`src/sv/pms_pkg.sv`:
```
`default_nettype none
// ----------------------------------------------------------------------------
// pms_pkg
// Shared types, widths, the note tables and the controller/datapath links
// for the melody sequencer.
// ----------------------------------------------------------------------------
package pms_pkg;

	// field widths
	localparam int TICK_W      = 28;
	localparam int NOW_W       = 32;
	localparam int NUM_W       = 3;
	localparam int VAL_W       = 16;
	localparam int FREQ_W      = 11;
	localparam int LEN_W       = 10;

	// melody length and note position counter
	localparam int NOTE_COUNT  = 8;
	localparam int NOTE_POS_W  = 6;
	localparam int POS_CMP_W   = NOTE_POS_W + 1;

	// period division: (tick + freq/2) / freq
	localparam int QUO_W       = TICK_W + 1;
	localparam int DIV_CNT_W   = $clog2(QUO_W);
	localparam int PERIOD_MIN  = 2;
	localparam int PERIOD_MAX  = 65536;

	localparam logic [TICK_W-1:0] TICK_RESET = TICK_W'(1000000);

	// command codes
	typedef enum logic [1:0] {
		OP_START  = 2'd0,
		OP_UPDATE = 2'd1,
		OP_STOP   = 2'd2,
		OP_NONE   = 2'd3
	} op_t;

	// controller -> datapath
	typedef struct packed {
		logic capture;
		logic step;
		logic div_start;
		logic apply;
		logic out_load;
	} pms_cmd_t;

	// datapath -> controller
	typedef struct packed {
		logic step_done;
		logic need_load;
		logic div_done;
		logic out_free;
	} pms_stat_t;

	// tone frequency in Hz for each ROM slot
	function automatic logic [FREQ_W-1:0] tone_freq(input logic [NUM_W-1:0] idx);
		logic [FREQ_W-1:0] f;
		unique case (idx)
			3'd0: f = 11'd523;
			3'd1: f = 11'd659;
			3'd2: f = 11'd784;
			3'd3: f = 11'd1047;
			3'd4: f = 11'd784;
			3'd5: f = 11'd659;
			3'd6: f = 11'd587;
			3'd7: f = 11'd523;
			default: f = 11'd523;
		endcase
		return f;
	endfunction

	// note length in ms for each ROM slot
	function automatic logic [LEN_W-1:0] tone_len(input logic [NUM_W-1:0] idx);
		logic [LEN_W-1:0] l;
		unique case (idx)
			3'd3, 3'd7: l = 10'd1000;
			default:    l = 10'd500;
		endcase
		return l;
	endfunction

endpackage
`default_nettype wire

```
`src/sv/pwm_melody_sequencer_core.sv`:
```
`default_nettype none
// Stop and unused commands go straight to the output register; start runs
// the serial period divider; update first steps once per elapsed note and
// then runs the divider when a new tone is loaded.
// One item at a time: the next item is taken once the result has moved
// into the output register.
// arst_n clears playback, sets the tick rate to 1000000 and leaves the block idle and ready.
// ----------------------------------------------------------------------------
// pwm_melody_sequencer_core
// Eight-note melody sequencer driving PWM reload and compare values from
// start, update and stop commands with millisecond timestamps.
// ----------------------------------------------------------------------------
module pwm_melody_sequencer_core
	import pms_pkg::*;
(
	input  wire logic              clk,
	input  wire logic              arst_n,
	input  wire logic              cfg_wr_en,
	input  wire logic [TICK_W-1:0] cfg_wr_data,
	input  wire logic              in_valid,
	output logic                   in_ready,
	input  wire logic [1:0]        op,
	input  wire logic [NOW_W-1:0]  now_ms,
	output logic                   out_valid,
	input  wire logic              out_ready,
	output logic                   playing,
	output logic [NUM_W-1:0]       note_number,
	output logic                   tone_load,
	output logic [VAL_W-1:0]       reload_value,
	output logic [VAL_W-1:0]       compare_value,
	output logic                   pwm_on
);

	pms_cmd_t  cmd;
	pms_stat_t stat;

	// controller
	pms_ctrl u_ctrl (
		.clk      (clk),
		.arst_n   (arst_n),
		.in_valid (in_valid),
		.in_ready (in_ready),
		.op       (op),
		.stat     (stat),
		.cmd      (cmd)
	);

	// datapath
	pms_datapath u_dp (
		.clk           (clk),
		.arst_n        (arst_n),
		.cmd           (cmd),
		.stat          (stat),
		.cfg_wr_en     (cfg_wr_en),
		.cfg_wr_data   (cfg_wr_data),
		.op            (op),
		.now_ms        (now_ms),
		.out_valid     (out_valid),
		.out_ready     (out_ready),
		.playing       (playing),
		.note_number   (note_number),
		.tone_load     (tone_load),
		.reload_value  (reload_value),
		.compare_value (compare_value),
		.pwm_on        (pwm_on)
	);

endmodule
`default_nettype wire

```
`src/sv/pms_divider.sv`:
```
`default_nettype none
// ----------------------------------------------------------------------------
// pms_divider
// Restoring divider, one quotient bit per cycle. done pulses for one cycle
// once the quotient is final.
// ----------------------------------------------------------------------------
module pms_divider
	import pms_pkg::*;
(
	input  wire logic              clk,
	input  wire logic              arst_n,
	input  wire logic              start,
	input  wire logic [QUO_W-1:0]  dividend,
	input  wire logic [FREQ_W-1:0] divisor,
	output logic                   done,
	output logic [QUO_W-1:0]       quotient
);

	localparam logic [DIV_CNT_W-1:0] LAST_STEP = DIV_CNT_W'(QUO_W - 1);

	logic                 busy_q;
	logic                 done_q;
	logic [DIV_CNT_W-1:0] cnt_q;
	logic [FREQ_W-1:0]    rem_q;
	logic [QUO_W-1:0]     quo_q;
	logic [FREQ_W:0]      trial;
	logic                 fits;

	// shift in the next dividend bit and try the subtract
	assign trial = {rem_q, quo_q[QUO_W-1]};
	assign fits  = trial >= {1'b0, divisor};

	// step control
	always_ff @(posedge clk or negedge arst_n) begin
		if (!arst_n) begin
			busy_q <= 1'b0;
			done_q <= 1'b0;
			cnt_q  <= '0;
		end else begin
			done_q <= busy_q && (cnt_q == LAST_STEP);
			if (start) begin
				busy_q <= 1'b1;
				cnt_q  <= '0;
			end else if (busy_q) begin
				cnt_q <= cnt_q + DIV_CNT_W'(1);
				if (cnt_q == LAST_STEP)
					busy_q <= 1'b0;
			end
		end
	end

	// remainder and quotient shift register
	always_ff @(posedge clk) begin
		if (start) begin
			rem_q <= '0;
			quo_q <= dividend;
		end else if (busy_q) begin
			rem_q <= fits ? FREQ_W'(trial - {1'b0, divisor}) : trial[FREQ_W-1:0];
			quo_q <= {quo_q[QUO_W-2:0], fits};
		end
	end

	assign done     = done_q;
	assign quotient = quo_q;

endmodule
`default_nettype wire

```
`src/sv/pms_datapath.sv`:
```
`default_nettype none
// ----------------------------------------------------------------------------
// pms_datapath
// Playback state, note catch-up arithmetic, period division, tone registers
// and the output register.
// ----------------------------------------------------------------------------
module pms_datapath
	import pms_pkg::*;
(
	input  wire logic              clk,
	input  wire logic              arst_n,
	input  wire pms_cmd_t          cmd,
	output pms_stat_t              stat,
	input  wire logic              cfg_wr_en,
	input  wire logic [TICK_W-1:0] cfg_wr_data,
	input  wire logic [1:0]        op,
	input  wire logic [NOW_W-1:0]  now_ms,
	output logic                   out_valid,
	input  wire logic              out_ready,
	output logic                   playing,
	output logic [NUM_W-1:0]       note_number,
	output logic                   tone_load,
	output logic [VAL_W-1:0]       reload_value,
	output logic [VAL_W-1:0]       compare_value,
	output logic                   pwm_on
);

	localparam logic [POS_CMP_W-1:0] POS_END = POS_CMP_W'(NOTE_COUNT);

	logic [TICK_W-1:0]     tick_q;
	logic [NOW_W-1:0]      now_q;
	logic [NOW_W-1:0]      start_q;
	logic [NOTE_POS_W-1:0] pos_q;
	logic                  active_q;
	logic                  changed_q;
	logic                  loaded_q;
	logic [VAL_W-1:0]      reload_q;
	logic [VAL_W-1:0]      compare_q;

	logic                  out_valid_q;
	logic                  out_playing_q;
	logic [NUM_W-1:0]      out_num_q;
	logic                  out_load_q;
	logic [VAL_W-1:0]      out_reload_q;
	logic [VAL_W-1:0]      out_compare_q;

	logic [NOW_W-1:0]      elapsed;
	logic [LEN_W-1:0]      cur_len;
	logic [FREQ_W-1:0]     cur_freq;
	logic [POS_CMP_W-1:0]  pos_inc;
	logic                  pos_last;
	logic [QUO_W-1:0]      dividend;
	logic                  div_done;
	logic [QUO_W-1:0]      period;
	logic [QUO_W-1:0]      period_m1;
	logic                  period_ok;
	op_t                   op_in;

	assign op_in = op_t'(op);

	// note timing
	assign cur_len  = tone_len(pos_q[NUM_W-1:0]);
	assign cur_freq = tone_freq(pos_q[NUM_W-1:0]);
	assign elapsed  = now_q - start_q;
	assign pos_inc  = {1'b0, pos_q} + POS_CMP_W'(1);
	assign pos_last = pos_inc >= POS_END;

	// rounded period: (tick + freq/2) / freq
	assign dividend = QUO_W'(tick_q) + QUO_W'(cur_freq >> 1);

	pms_divider u_div (
		.clk      (clk),
		.arst_n   (arst_n),
		.start    (cmd.div_start),
		.dividend (dividend),
		.divisor  (cur_freq),
		.done     (div_done),
		.quotient (period)
	);

	assign period_m1 = period - QUO_W'(1);
	assign period_ok = (period >= QUO_W'(PERIOD_MIN)) && (period <= QUO_W'(PERIOD_MAX));

	// status to the controller
	assign stat.step_done = !active_q || (elapsed < NOW_W'(cur_len));
	assign stat.need_load = changed_q && active_q;
	assign stat.div_done  = div_done;
	assign stat.out_free  = !out_valid_q || out_ready;

	// tick rate register
	always_ff @(posedge clk or negedge arst_n) begin
		if (!arst_n)
			tick_q <= TICK_RESET;
		else if (cfg_wr_en)
			tick_q <= cfg_wr_data;
	end

	// playback state
	always_ff @(posedge clk or negedge arst_n) begin
		if (!arst_n) begin
			now_q     <= '0;
			start_q   <= '0;
			pos_q     <= '0;
			active_q  <= 1'b0;
			changed_q <= 1'b0;
			loaded_q  <= 1'b0;
			reload_q  <= '0;
			compare_q <= '0;
		end else begin
			if (cmd.capture) begin
				now_q     <= now_ms;
				changed_q <= 1'b0;
				loaded_q  <= 1'b0;
				unique case (op_in)
					OP_START: begin
						pos_q    <= '0;
						start_q  <= now_ms;
						active_q <= 1'b1;
					end
					OP_STOP: begin
						compare_q <= '0;
						active_q  <= 1'b0;
					end
					OP_UPDATE, OP_NONE: begin
					end
					default: begin
					end
				endcase
			end
			// one catch-up step per cycle
			if (cmd.step) begin
				start_q <= start_q + NOW_W'(cur_len);
				if (pos_last) begin
					compare_q <= '0;
					active_q  <= 1'b0;
				end else begin
					pos_q     <= pos_inc[NOTE_POS_W-1:0];
					changed_q <= 1'b1;
				end
			end
			// take the divider result
			if (cmd.apply) begin
				if (period_ok) begin
					reload_q  <= period_m1[VAL_W-1:0];
					compare_q <= period[VAL_W:1];
					loaded_q  <= 1'b1;
				end else begin
					compare_q <= '0;
					active_q  <= 1'b0;
				end
			end
		end
	end

	// output register
	always_ff @(posedge clk or negedge arst_n) begin
		if (!arst_n)
			out_valid_q <= 1'b0;
		else if (cmd.out_load)
			out_valid_q <= 1'b1;
		else if (out_ready)
			out_valid_q <= 1'b0;
	end

	always_ff @(posedge clk) begin
		if (cmd.out_load) begin
			out_playing_q <= active_q;
			out_num_q     <= pos_q[NUM_W-1:0];
			out_load_q    <= loaded_q;
			out_reload_q  <= reload_q;
			out_compare_q <= compare_q;
		end
	end

	assign out_valid     = out_valid_q;
	assign playing       = out_playing_q;
	assign pwm_on        = out_playing_q;
	assign note_number   = out_num_q;
	assign tone_load     = out_load_q;
	assign reload_value  = out_reload_q;
	assign compare_value = out_compare_q;

`ifndef NO_ASSERTIONS
	// a sounding note always has a nonzero compare
	a_play_compare: assert property (@(posedge clk) disable iff (!arst_n)
		out_valid_q && out_playing_q |-> out_compare_q != '0)
		else $error("playing with zero compare");

	// a freshly loaded tone leaves playback running
	a_load_plays: assert property (@(posedge clk) disable iff (!arst_n)
		out_valid_q && out_load_q |-> out_playing_q)
		else $error("tone loaded while stopped");

	// catch-up only runs while playing
	a_step_active: assert property (@(posedge clk) disable iff (!arst_n)
		cmd.step |-> active_q)
		else $error("catch-up step while idle");
`endif

endmodule
`default_nettype wire

```
`src/sv/pms_ctrl.sv`:
```
`default_nettype none
// ----------------------------------------------------------------------------
// pms_ctrl
// Sequencer for one command item: capture, note catch-up, period division
// and hand-off to the output register.
// ----------------------------------------------------------------------------
module pms_ctrl
	import pms_pkg::*;
(
	input  wire logic       clk,
	input  wire logic       arst_n,
	input  wire logic       in_valid,
	output logic            in_ready,
	input  wire logic [1:0] op,
	input  wire pms_stat_t  stat,
	output pms_cmd_t        cmd
);

	typedef enum logic [4:0] {
		S_IDLE   = 5'b00001,
		S_STEP   = 5'b00010,
		S_LOAD   = 5'b00100,
		S_DIVW   = 5'b01000,
		S_FINISH = 5'b10000
	} state_t;

	state_t state_q;
	state_t state_d;
	op_t    op_in;

	assign op_in = op_t'(op);

	// next state
	always_comb begin
		state_d = state_q;
		unique case (state_q)
			S_IDLE: begin
				if (in_valid) begin
					unique case (op_in)
						OP_START:  state_d = S_LOAD;
						OP_UPDATE: state_d = S_STEP;
						OP_STOP, OP_NONE: state_d = S_FINISH;
						default:   state_d = S_FINISH;
					endcase
				end
			end
			S_STEP: begin
				if (stat.step_done)
					state_d = stat.need_load ? S_LOAD : S_FINISH;
			end
			S_LOAD:   state_d = S_DIVW;
			S_DIVW: begin
				if (stat.div_done)
					state_d = S_FINISH;
			end
			S_FINISH: begin
				if (stat.out_free)
					state_d = S_IDLE;
			end
			default:  state_d = S_IDLE;
		endcase
	end

	always_ff @(posedge clk or negedge arst_n) begin
		if (!arst_n)
			state_q <= S_IDLE;
		else
			state_q <= state_d;
	end

	// commands
	assign in_ready      = (state_q == S_IDLE);
	assign cmd.capture   = (state_q == S_IDLE) && in_valid;
	assign cmd.step      = (state_q == S_STEP) && !stat.step_done;
	assign cmd.div_start = (state_q == S_LOAD);
	assign cmd.apply     = (state_q == S_DIVW) && stat.div_done;
	assign cmd.out_load  = (state_q == S_FINISH) && stat.out_free;

`ifndef NO_ASSERTIONS
	// one item at a time: no accept right after an accept
	a_one_item: assert property (@(posedge clk) disable iff (!arst_n)
		in_valid && in_ready |=> !in_ready)
		else $error("second item accepted while busy");
`endif

endmodule
`default_nettype wire
```
`config.mk`:
```
export PLATFORM = sky130hd
export DESIGN_NAME = pwm_melody_sequencer_core
export DESIGN_NICKNAME = d
export VERILOG_FILES = /design/src/sv/pms_pkg.sv /design/src/sv/pwm_melody_sequencer_core.sv /design/src/sv/pms_divider.sv /design/src/sv/pms_datapath.sv /design/src/sv/pms_ctrl.sv
export SDC_FILE = /design/constraint.sdc
export NUM_CORES = 1
export LEC_CHECK = 0
export BUFFER_PORTS_ARGS = -buffer_cell sky130_fd_sc_hd__buf_2
export CORE_MARGIN = 2
export CORE_UTILIZATION = 61
export DETAILED_ROUTE_END_ITERATION = 16
export HOLD_SLACK_MARGIN = 0.15
export PLACE_DENSITY = 0.81
export SLEW_MARGIN = 20
export SYNTH_ARGS = -nofsm -noshare
export SYNTH_HDL_FRONTEND = slang
export SYNTH_SLANG_ARGS = --single-unit
```
`constraint.sdc`:
```
create_clock -name clk -period 4.65 [get_ports clk]
set_clock_uncertainty 0.15 [all_clocks]
set_input_delay 0.6975 -clock clk [delete_from_list [all_inputs] [get_ports clk]]
set_output_delay 0.6975 -clock clk [all_outputs]
set_load 0.01 [all_outputs]
```
==> run summary, run 1 <==
Critical Path Start: u_dp.start_q[2]
Crit Path Max Fanout: 11
Area of placed instances: 13,900 um^2
Hold Startpoint: cfg_wr_data[20]
Vias/cell: 6.11
VDD IR max: 366 uV
Reg2reg start: u_dp.start_q[2]
Max Cap Viol: 0
Global route total overflow: 0
Post-DRT Antenna Nets: 0
Bufs on Longest Clock Path: 3
Vias: 10,500
Fill cell count: 1,520
Power per standard cell area: 752 nW/um^2
Syn Nets: 1,437
Clock Pin Slew Worst Setup and Hold Paths: 0.06 ns
Critical path class: reg -> reg
DR pass1 iterations: 5
F_max: 225 MHz
Diodes inserted: 0
Switching Share: 42.7%
Nets: 1,557
Die Y: 149 um
Crit. End Element: register
Clock Power Share: 17.7%
Htree depth: 1
Area of the die: 22,300 um^2
Post-synth EDFFs: 66
Hold Path Class: in -> reg
Layout cell share with drive strength beyond 1: 20.5%
RSZ-0062 raised after global routing: no
Arr. time, crit path: 4.74 ns
Avg Synthesized Cell Area: 9.90 um^2
GPL Wtd Cong: 0.978
Mapped Cells: 1,301
Cell Rows: 53
Final core utilization: 70.6%
I/O Pins: 107
Starting Density: 61.6%
Register area share after synthesis: 45.5%
Ys Warns: 0
Area of the core: 20,900 um^2
Number of setup violations in the final report: 0
NetSw: 4.74 mW
Detail-routed net length per standard cell: 18.1 um
Gate power share: 53.8%
Post-Route WL: 31.0 mm
Setup TNS: 0 ns
Clk sink count: 223
Final hold violations: 0
Mapped Area: 12,900 um^2
Leak Pwr: 6.34 nW
Post-route cell area: 14,700 um^2
Largest net degree at the start of global routing: 82
Synth unique cells: 87
Overall power: 11.1 mW
Layout area overhead: 14.5%
Final Cycle Share: 95.4%
Die Wd: 149 um
Most used DFF post-synth: dfrtp_1
I/O Buffers: 106
Int Pwr: 6.36 mW
Hold WS: 0.233 ns
Worst path required time: 4.95 ns
Synth Register Bits: 223
Slew at the pin with the worst max-slew slack: 1.04 ns
Minimum clock period: 4.44 ns
Part of the power in registers: 28.6%
Total track usage: 28.0%
Status: completed
Commonest cells after routing, fill and taps aside: nand2_1 (144), dfrtp_1 (138), buf_2 (105)
CTS buffer count: 24
CTS tree: built
Max Slew Vio Count: 0
Clock latency on the worst-skew pair: 0.53 ns
Most common cell after layout, fill and taps aside: nand2_1
DR DRC count: 0
HPWL Detailed: 22.3 mm
First-pass GRT wire length: 50.5 mm
Critical Path Source Type: register
Root buffer cell: clkbuf_16
Antenna violations before repair: 0
Slew margin rel.: 30.4%
FFs w/ async S/R, synth: 65.5%
Vias in the first global route: 10,000
Initial DRC Count: 756
## worst paths after layout
kind                                          to  slack (ns)  depth (start not counted)
max in group asynchronous         u_dp.tick_q[6]        2.74                          3
worst min-delay path             u_dp.tick_q[20]        0.23                          3
worst max register to register   u_dp.start_q[9]        0.21                         15
min in group asynchronous       u_dp.reload_q[9]        0.63                          2
worst max-delay path             u_dp.start_q[9]        0.21                         15
worst min register to register    u_dp.tone_load        0.30                          0
## layout make-up
type / count / area (um^2) / share of cell area, %
multi-input combinational: 951 / 6570 / 44.6
sequential: 223 / 5870 / 39.8
timing repair buffer: 151 / 885 / 6.00
clock buffer: 35 / 714 / 4.84
tap: 275 / 344 / 2.33
inverter: 70 / 263 / 1.78
clock inverter: 9 / 104 / 0.704
## cell usage after synthesis (4+ instances only)
cell type | n | area share, %
mux2_2 | 64 | 5.6
nand2_1 | 144 | 4.2
nand4_1 | 25 | 1.2
nor3b_1 | 7 | 0.41
or4_1 | 6 | 0.35
o21bai_1 | 7 | 0.41
a211oi_1 | 7 | 0.41
o22ai_1 | 4 | 0.19
dfxtp_1 | 11 | 1.7
mux2i_1 | 15 | 1.2
buf_2 | 14 | 0.54
xnor2_1 | 48 | 3.3
dfstp_2 | 8 | 1.6
a21oi_1 | 78 | 3.0
clkbuf_1 | 37 | 1.1
and3_1 | 10 | 0.49
o21a_1 | 15 | 0.87
o21ai_1 | 9 | 0.35
or2_2 | 6 | 0.29
o211ai_1 | 5 | 0.29
a22o_1 | 18 | 1.2
a221o_1 | 19 | 1.5
nand3_1 | 32 | 1.2
nor2_1 | 100 | 2.9
o311ai_0 | 4 | 0.27
a31oi_1 | 7 | 0.34
nor3_1 | 32 | 1.2
o21ai_0 | 78 | 3.0
nor4_1 | 14 | 0.68
nand2b_1 | 5 | 0.24
a2111oi_0 | 6 | 0.41
and2_1 | 5 | 0.24
buf_1 | 4 | 0.12
a32oi_1 | 9 | 0.61
o31ai_1 | 5 | 0.29
ha_1 | 66 | 6.4
inv_1 | 69 | 2.0
or3_1 | 9 | 0.44
xor2_1 | 14 | 0.95
edfxtp_1 | 66 | 15
dfrtp_1 | 138 | 27
a21o_1 | 15 | 0.87
## worst max-delay path, stage by stage, from the launching register on
cell     delay, ns
dfrtp_1       0.35
inv_1         0.07
ha_1          0.38
a21o_1        0.20
a31oi_2       0.20
buf_4         0.17
o21ai_2       0.07
buf_4         0.15
o221a_2       0.30
mux2i_1       0.12
or4_1         0.50
or4_1         0.43
nor3_2        0.26
a21oi_2       0.11
nor2_2        0.65
a221o_1       0.26
## logic make-up (layout without fill, tap and decap cells)
group	count (synthesis)	in the layout	synth area share (%)
compound gates	326	326	17.3
xor+xnor	62	62	4.22
fa+ha+maj	69	69	6.88
buf+inv	127	265	3.93
flops	223	223	45.5
mux	79	79	6.76
simple gates	415	415	15.3
## layer usage
layer	vias to the layer above	track usage [%]	part of all wire, %
met5	-	0	0
met4	0	8.00	2.6
met3	61	4.13	6.3
met2	367	44.3	45
met1	5031	40.5	46
li1	5012	-	-
## power by group through the flow
stage	combinational [mW]	sequential (mW)	clock (mW)
3_3_place_gp	5.62	3.15	0
4_1_cts	5.80	3.15	1.98
2_1_floorplan	4.31	3.03	0
5_1_grt	6.62	3.24	2.07
6_report	5.97	3.17	1.96
3_5_place_dp	5.75	3.17	0
## flip-flops by register name (all words and copies together), names as in the netlist
| signal | cells |
|---|---|
| u_dp.now_q | 32 |
| u_dp.changed_q | 1 |
| u_dp.u_div.busy_q | 1 |
| u_dp.playing | 1 |
| u_dp.active_q | 1 |
| u_dp.tick_q | 28 |
| u_dp.u_div.quotient | 29 |
| u_dp.u_div.rem_q | 11 |
| u_dp.compare_q | 16 |
| u_dp.tone_load | 1 |
| u_dp.u_div.cnt_q | 5 |
| u_dp.out_valid | 1 |
| u_dp.pos_q | 6 |
| u_dp.note_number | 3 |
| u_dp.reload_q | 16 |
| u_ctrl.state_q | 5 |
| u_dp.compare_value | 16 |
| u_dp.reload_value | 16 |
| u_dp.u_div.done | 1 |
| u_dp.start_q | 32 |
| u_dp.loaded_q | 1 |
## per-stage QoR
| step | cells | setup slack, ns |
|---|---|---|
| after floorplan | 1301 | 0.595 |
| after global placement | 1669 | 0.107 |
| after detailed placement | 1669 | -0.155 |
| after CTS | 1714 | 0.00168 |
| after global routing | 1714 | 0.0102 |
| final | 1714 | 0.215 |
## repair_timing
item                                    4_1_cts  5_1_grt
gates resized for setup                       1       11
cloned                                        0        0
endpoints found under the setup margin       11       53
hold buffers                                  1        0
buffers inserted                              0        0
endpoints found under the hold margin        78        0
No activity file was read; power rests on OpenSTA's default activity.
==> run 2: changes to the inputs <==
--- a/config.mk
+++ b/config.mk
@@ -11,6 +11,7 @@
 export DETAILED_ROUTE_END_ITERATION = 16
 export HOLD_SLACK_MARGIN = 0.15
 export PLACE_DENSITY = 0.81
+export REMOVE_ABC_BUFFERS = 1
 export SLEW_MARGIN = 20
 export SYNTH_ARGS = -nofsm -noshare
 export SYNTH_HDL_FRONTEND = slang
==> run 2 against run 1 <==
Clock power about the same. Final cell count hardly changed. Combinational power about the same. Core utilization rose by 0.17 points. Fmax is 0.52% lower. Die area unchanged. Global-route usage rose by 0.79 points. Sequential power hardly changed. Sequential share of layout area decreased by 0.098 points. Highest routed layer unchanged. Critical endpoint is now u_dp.start_q[19].
==> run summary, run 2 (synthesis results as in run 1) <==
Die Y: 149 um
Post-Route WL: 32.0 mm
Area of the core: 20,900 um^2
Final Cycle Share: 95.9%
Power per standard cell area: 751 nW/um^2
Clock Pin Slew Worst Setup and Hold Paths: 0.06 ns
RSZ-0062 raised after global routing: yes
Setup Buffers After CTS: 0
Worst path required time: 4.90 ns
Arr. time, crit path: 4.71 ns
Layout cell share with drive strength beyond 1: 20.3%
Cell Rows: 53
Post-route cell area: 14,800 um^2
Bufs on Longest Clock Path: 3
CTS buffer count: 24
Total track usage: 28.8%
I/O Buffers: 106
Worst R2R Path Depth: 18
Hold WS: 0.228 ns
Clock latency on the worst-skew pair: 0.52 ns
HPWL Detailed: 23.2 mm
VDD IR max: 371 uV
Vias/cell: 6.11
DR DRC count: 0
Slew margin rel.: 32.5%
Final hold violations: 0
I/O Pins: 107
Reg2reg start: u_dp.start_q[6]
Global route total overflow: 0
Slew at the pin with the worst max-slew slack: 1.01 ns
Vias in the first global route: 10,300
GPL Wtd Cong: 0.924
Critical path class: reg -> reg
Critical Path Source Type: register
Worst R2R End: u_dp.start_q[19]
Max Cap Viol: 0
WHS Path Cells: 2
Post-DRT Antenna Nets: 0
Layout area overhead: 14.8%
DR pass1 iterations: 5
Minimum clock period: 4.46 ns
Status: completed
FF-to-FF setup slack: 0.19 ns
Starting Density: 61.6%
F_max: 224 MHz
Worst Hold Path EP: u_dp.out_valid
Most common cell after layout, fill and taps aside: nand2_1
First-pass GRT wire length: 51.6 mm
Clk sink count: 223
Max Slew Vio Count: 0
Leak Pwr: 6.36 nW
Crit Path Max Fanout: 10
Final core utilization: 70.8%
Root buffer cell: clkbuf_16
Htree depth: 1
Detail-routed net length per standard cell: 18.7 um
CTS tree: built
Initial DRC Count: 837
Hold Startpoint: out_ready
Crit. End Element: register
Die Wd: 149 um
Area of placed instances: 13,900 um^2
Area of the die: 22,300 um^2
Number of setup violations in the final report: 0
Nets: 1,555
Commonest cells after routing, fill and taps aside: nand2_1 (143), dfrtp_1 (138), buf_2 (105)
Largest net degree at the start of global routing: 90
Antenna violations before repair: 1
Vias: 10,500
Hold Path Class: in -> reg
-- run 2: per-stage QoR --
step                      instances  total power [mW]  TNS (ns)  worst slack (ns)
after global placement         1666              8.78         0             0.327
after floorplan                1244              7.28    -25.51             -1.22
final                          1713              11.1         0             0.191
after global routing           1713              11.9    -0.179            -0.136
after detailed placement       1666              8.93         0             0.133
after CTS                      1711              11.0         0             0.106
-- run 2: final cells by class --
| cell class | count | area, um^2 |
|---|---|---|
| Tap cell | 275 | 344 |
| Timing Repair Buffer | 149 | 900 |
| Fill cell | 1557 | 6110 |
| Clock buffer | 38 | 736 |
| Antenna cell | 1 | 2.50 |
| Sequential cell | 223 | 5870 |
| Inverter | 70 | 263 |
| Clock inverter | 6 | 86.3 |
| Multi-Input combinational cell | 951 | 6590 |
-- run 2: worst max-delay path, cell delays in order (launching register included) --
cell,delay [ns]
dfrtp_1,0.41
inv_1,0.12
ha_1,0.33
and4_4,0.24
nand3_1,0.09
o21ai_2,0.15
nor2_1,0.07
xnor2_1,0.14
ha_1,0.29
o21ai_0,0.08
a2111o_1,0.38
nor4_1,0.35
a2111oi_0,0.18
nand4_1,0.18
nor3_4,0.08
a21o_2,0.28
buf_4,0.20
o311a_1,0.36
a221o_1,0.26
-- run 2: how the worst max path moves through the flow --
stage	startpoint	endpoint	slack, ns	depth (start not counted)
floorplan	u_ctrl.state_q[3]	u_dp.start_q[13]	-1.22	6
global placement	u_dp.start_q[8]	u_dp.start_q[6]	0.33	18
detailed placement	u_dp.start_q[2]	u_dp.start_q[6]	0.13	18
CTS	u_dp.start_q[2]	u_dp.start_q[6]	0.11	18
global route	u_dp.pos_q[0]	u_dp.u_div.quotient[24]	-0.14	18
finish	u_dp.start_q[6]	u_dp.start_q[19]	0.19	18
-- run 2: timing repair --
| item | in CTS | in global routing |
|---|---|---|
| gates resized for setup | 0 | 12 |
| hold buffers | 1 | 0 |
| endpoints found under the setup margin | 0 | 43 |
| endpoints found under the hold margin | 29 | 0 |
-- run 2: report_power, final --
group	switching, mW	leakage, nW	internal, mW
Combinational	3.46	3.42	2.50
Clock	0.765	0.399	1.20
Sequential	0.523	2.54	2.66
-- run 2: routing by layer --
metal | share of wire (%) | track usage [%] | wire [um] | up-vias
li1 | - | - | - | 5003
met2 | 52 | 52.8 | 16700 | 327
met1 | 41 | 36.1 | 13100 | 5100
met4 | 2.0 | 7.76 | 638 | 0
met5 | 0 | 0 | 0 | -
met3 | 4.9 | 3.36 | 1560 | 41
==> run 3: changes to the inputs <==
--- a/config.mk
+++ b/config.mk
@@ -12,7 +12,9 @@
 export HOLD_SLACK_MARGIN = 0.15
 export PLACE_DENSITY = 0.81
 export REMOVE_ABC_BUFFERS = 1
+export SKIP_CTS_REPAIR_TIMING = 1
 export SLEW_MARGIN = 20
 export SYNTH_ARGS = -nofsm -noshare
 export SYNTH_HDL_FRONTEND = slang
+export SYNTH_HIERARCHICAL = 1
 export SYNTH_SLANG_ARGS = --single-unit
==> run 3 against run 2 <==
The flow now finishes with violations (negative setup slack). Combinational power is essentially flat. Synthesized cell count shrank 7.4%. Total power grew 0.73%. Fmax shrank 7.2%. Design area grew 1.6%. Register-to-register slack lost 0.34 ns. Final cell count shrank 4.1%. Highest routed layer unchanged.
==> run summary, run 3 <==
First-pass GRT wire length: 48.1 mm
Register area share after synthesis: 46.2%
VDD IR max: 520 uV
Top cells by count, synth: dfrtp_1 (138), nand2_1 (92), nor2_1 (90)
I/O Buffers: 106
Minimum clock period: 4.80 ns
RSZ-0062 raised after global routing: yes
Post-DRT Antenna Nets: 0
Total track usage: 27.0%
Commonest cells after routing, fill and taps aside: dfrtp_1 (138), buf_2 (105), nand2_1 (88), mux2_2 (88), nor2_1 (84)
Overall power: 11.2 mW
Most common cell after layout, fill and taps aside: dfrtp_1
CP cell instances: inv_1 -> ha_1 -> and4_4 -> and3_4 -> a211oi_4 -> xnor2_1 -> ha_2 -> a211o_1 -> nor4_2 -> o211ai_1 -> a2111oi_2 -> o2111ai_1 -> nor4_2 -> nand4_1 -> o41ai_2 -> nand4b_1 -> inv_2 -> clkinv_4 -> nor2_4 -> a311oi_4 -> buf_6 -> a22o_1
DR pass1 iterations: 5
Critical Path Source Type: register
Count leader, synth: dfrtp_1
Largest net degree at the start of global routing: 79
Number of setup violations in the final report: 35
FFs w/ async S/R, synth: 65.5%
Post-synth EDFFs: 66
Synth Register Bits: 223
HPWL Detailed: 21.7 mm
I/O Pins: 107
Slew at the pin with the worst max-slew slack: 1.05 ns
Clock latency on the worst-skew pair: 0.53 ns
Synth area leader: dfrtp_1
CP endpoint: u_dp/compare_q[5]
Hold WS: 0.230 ns
Area of the core: 20,300 um^2
WHS Path Cells: 3
Area of the multi-input gates: 6640 um^2
Metal2 WL: 15.4 mm
Hold Path Class: in -> reg
Mapped Area: 12,700 um^2
Worst R2R End: u_dp/compare_q[5]
FF/Latch Area: 5870 um^2
Die Wd: 148 um
Area of placed instances: 13,800 um^2
Diodes inserted: 0
Mapped Cells: 1,205
Layout area overhead: 18.4%
Starting Density: 62.5%
Post-Route WL: 30.9 mm
Met3 WL post-DR: 1.91 mm
Wl on met1: 12.6 mm
Clk sink count: 223
Status: finished, violations left
Post-route cell area: 15,000 um^2
Area of the die: 22,000 um^2
Final worst slack: -0.153 ns
Antenna violations before repair: 0
DR DRC count: 0
Area contributors post-synth: dfrtp_1 (27%), edfxtp_1 (16%), mux2_2 (7.8%), ha_1 (6.7%), nand2_1 (2.7%)
Htree depth: 1
Cell Rows: 52
Reg2reg start: u_dp/start_q[8]
Layout cell share with drive strength beyond 1: 26.9%
Final hold violations: 0
Max Slew Vio Count: 0
FF-to-FF setup slack: -0.15 ns
F_max: 208 MHz
Vias in the first global route: 9,785
Vias: 10,100
Worst path slowest cell: dfrtp_1
Avg Synthesized Cell Area: 10.5 um^2
Leak Pwr: 6.43 nW
Bufs on Longest Clock Path: 3
Share of the synthesized area in the top cell type: 27.2%
Failing checks: negative setup slack
Max layer used: met4
Power per standard cell area: 744 nW/um^2
Slew margin rel.: 29.7%
Synth unique cells: 86
Ys Warns: 6
Cell with the most instances on the worst path: nor4_2
Crit. End Element: register
Critical Path Start: u_dp/start_q[8]
Detail-routed net length per standard cell: 18.8 um
Most used DFF post-synth: dfrtp_1
Global route total overflow: 0
Vias/cell: 6.13
Crit Path Max Fanout: 8
Die Y: 148 um
Critical path class: reg -> reg
Arr. time, crit path: 5.11 ns
Clock Pin Slew Worst Setup and Hold Paths: 0.06 ns
Fill cell count: 1,380
Setup TNS: -3.28 ns
Worst path required time: 4.96 ns
Initial DRC Count: 707
Final Cycle Share: 103%
Worst R2R Path Depth: 22
CTS buffer count: 24
CTS tree: built
Nets: 1,493
Root buffer cell: clkbuf_16
Max incr delay on CP: 0.37 ns
GPL Wtd Cong: 0.901
Max Cap Viol: 0
run 3: cell types whose count changed after synthesis, sizes merged, moves of 11 or more:
cell    before  now
inv         69   85
nand2      144   92
buf         20    9
a221o       19    2
mux2        64   88
a211oi       8   23
nand2b       6   17
nor3        33   22
xnor2       48   34
o21ai       88   63
xor2        14   32
a21oi       80   55
run 3: area by class of cell:
class / count / share of cell area (%)
Timing Repair Buffer: 164 / 7.14
Tap cell: 270 / 2.25
Multi-Input combinational cell: 857 / 44.2
Inverter: 85 / 2.16
Sequential cell: 223 / 39.0
Clock inverter: 12 / 0.849
Clock buffer: 31 / 4.37
run 3: worst min path at each step:
stage                                end              from  slack (ns)
global placement    u_dp/reload_value[2]  u_dp/reload_q[2]        0.28
finish                   u_dp/start_q[0]         now_ms[0]        0.23
detailed placement  u_dp/reload_value[1]  u_dp/reload_q[1]        0.28
floorplan              u_ctrl/state_q[1]            arst_n        0.25
CTS                        u_dp/now_q[2]            arst_n        0.09
global route              u_dp/tick_q[3]    cfg_wr_data[3]        0.24
run 3: report_power, final:
part           internal, mW  switching (mW)
combinational          2.69            3.26
clock                  1.11           0.784
sequential             2.74           0.601
run 3: logic make-up (layout without fill, tap and decap cells):
kind of cell,after synthesis,after routing,share of synthesized area [%]
XOR/XNOR,66,66,4.55
multiplexers,101,101,8.83
buffers and inverters,125,292,3.89
AO/OA/AOI/OAI,289,289,16.3
AND/OR/NAND/NOR,329,329,13.0
adder cells (fa/ha/maj),71,71,7.18
flip-flops,223,223,46.2
other,1,1,0.0295
run 3: critical path: cells and delay by family (launching register included):
kind	cells	cell delay [ns]
AO/OA/AOI/OAI	8	1.90
AND/OR/NAND/NOR	7	1.23
XOR/XNOR	1	0.11
flip-flops	1	0.37
adder cells (fa/ha/maj)	2	0.51
buffers and inverters	4	0.45
run 3: per-layer routing:
metal | up-vias | GRT usage (%)
met5 | - | 0
met4 | 0 | 9.14
met3 | 85 | 3.74
met2 | 369 | 46.4
met1 | 4904 | 35.4
li1 | 4711 | -
run 3: through the flow:
step | worst slack [ns] | cells | utilization, %
floorplan | -1.18 | 1165 | -
global placement | -0.135 | 1586 | 67.8
detailed placement | -0.466 | 1586 | 67.8
CTS | -0.517 | 1629 | 71.6
global route | -0.290 | 1642 | 74.0
finish | -0.153 | 1642 | 74.0
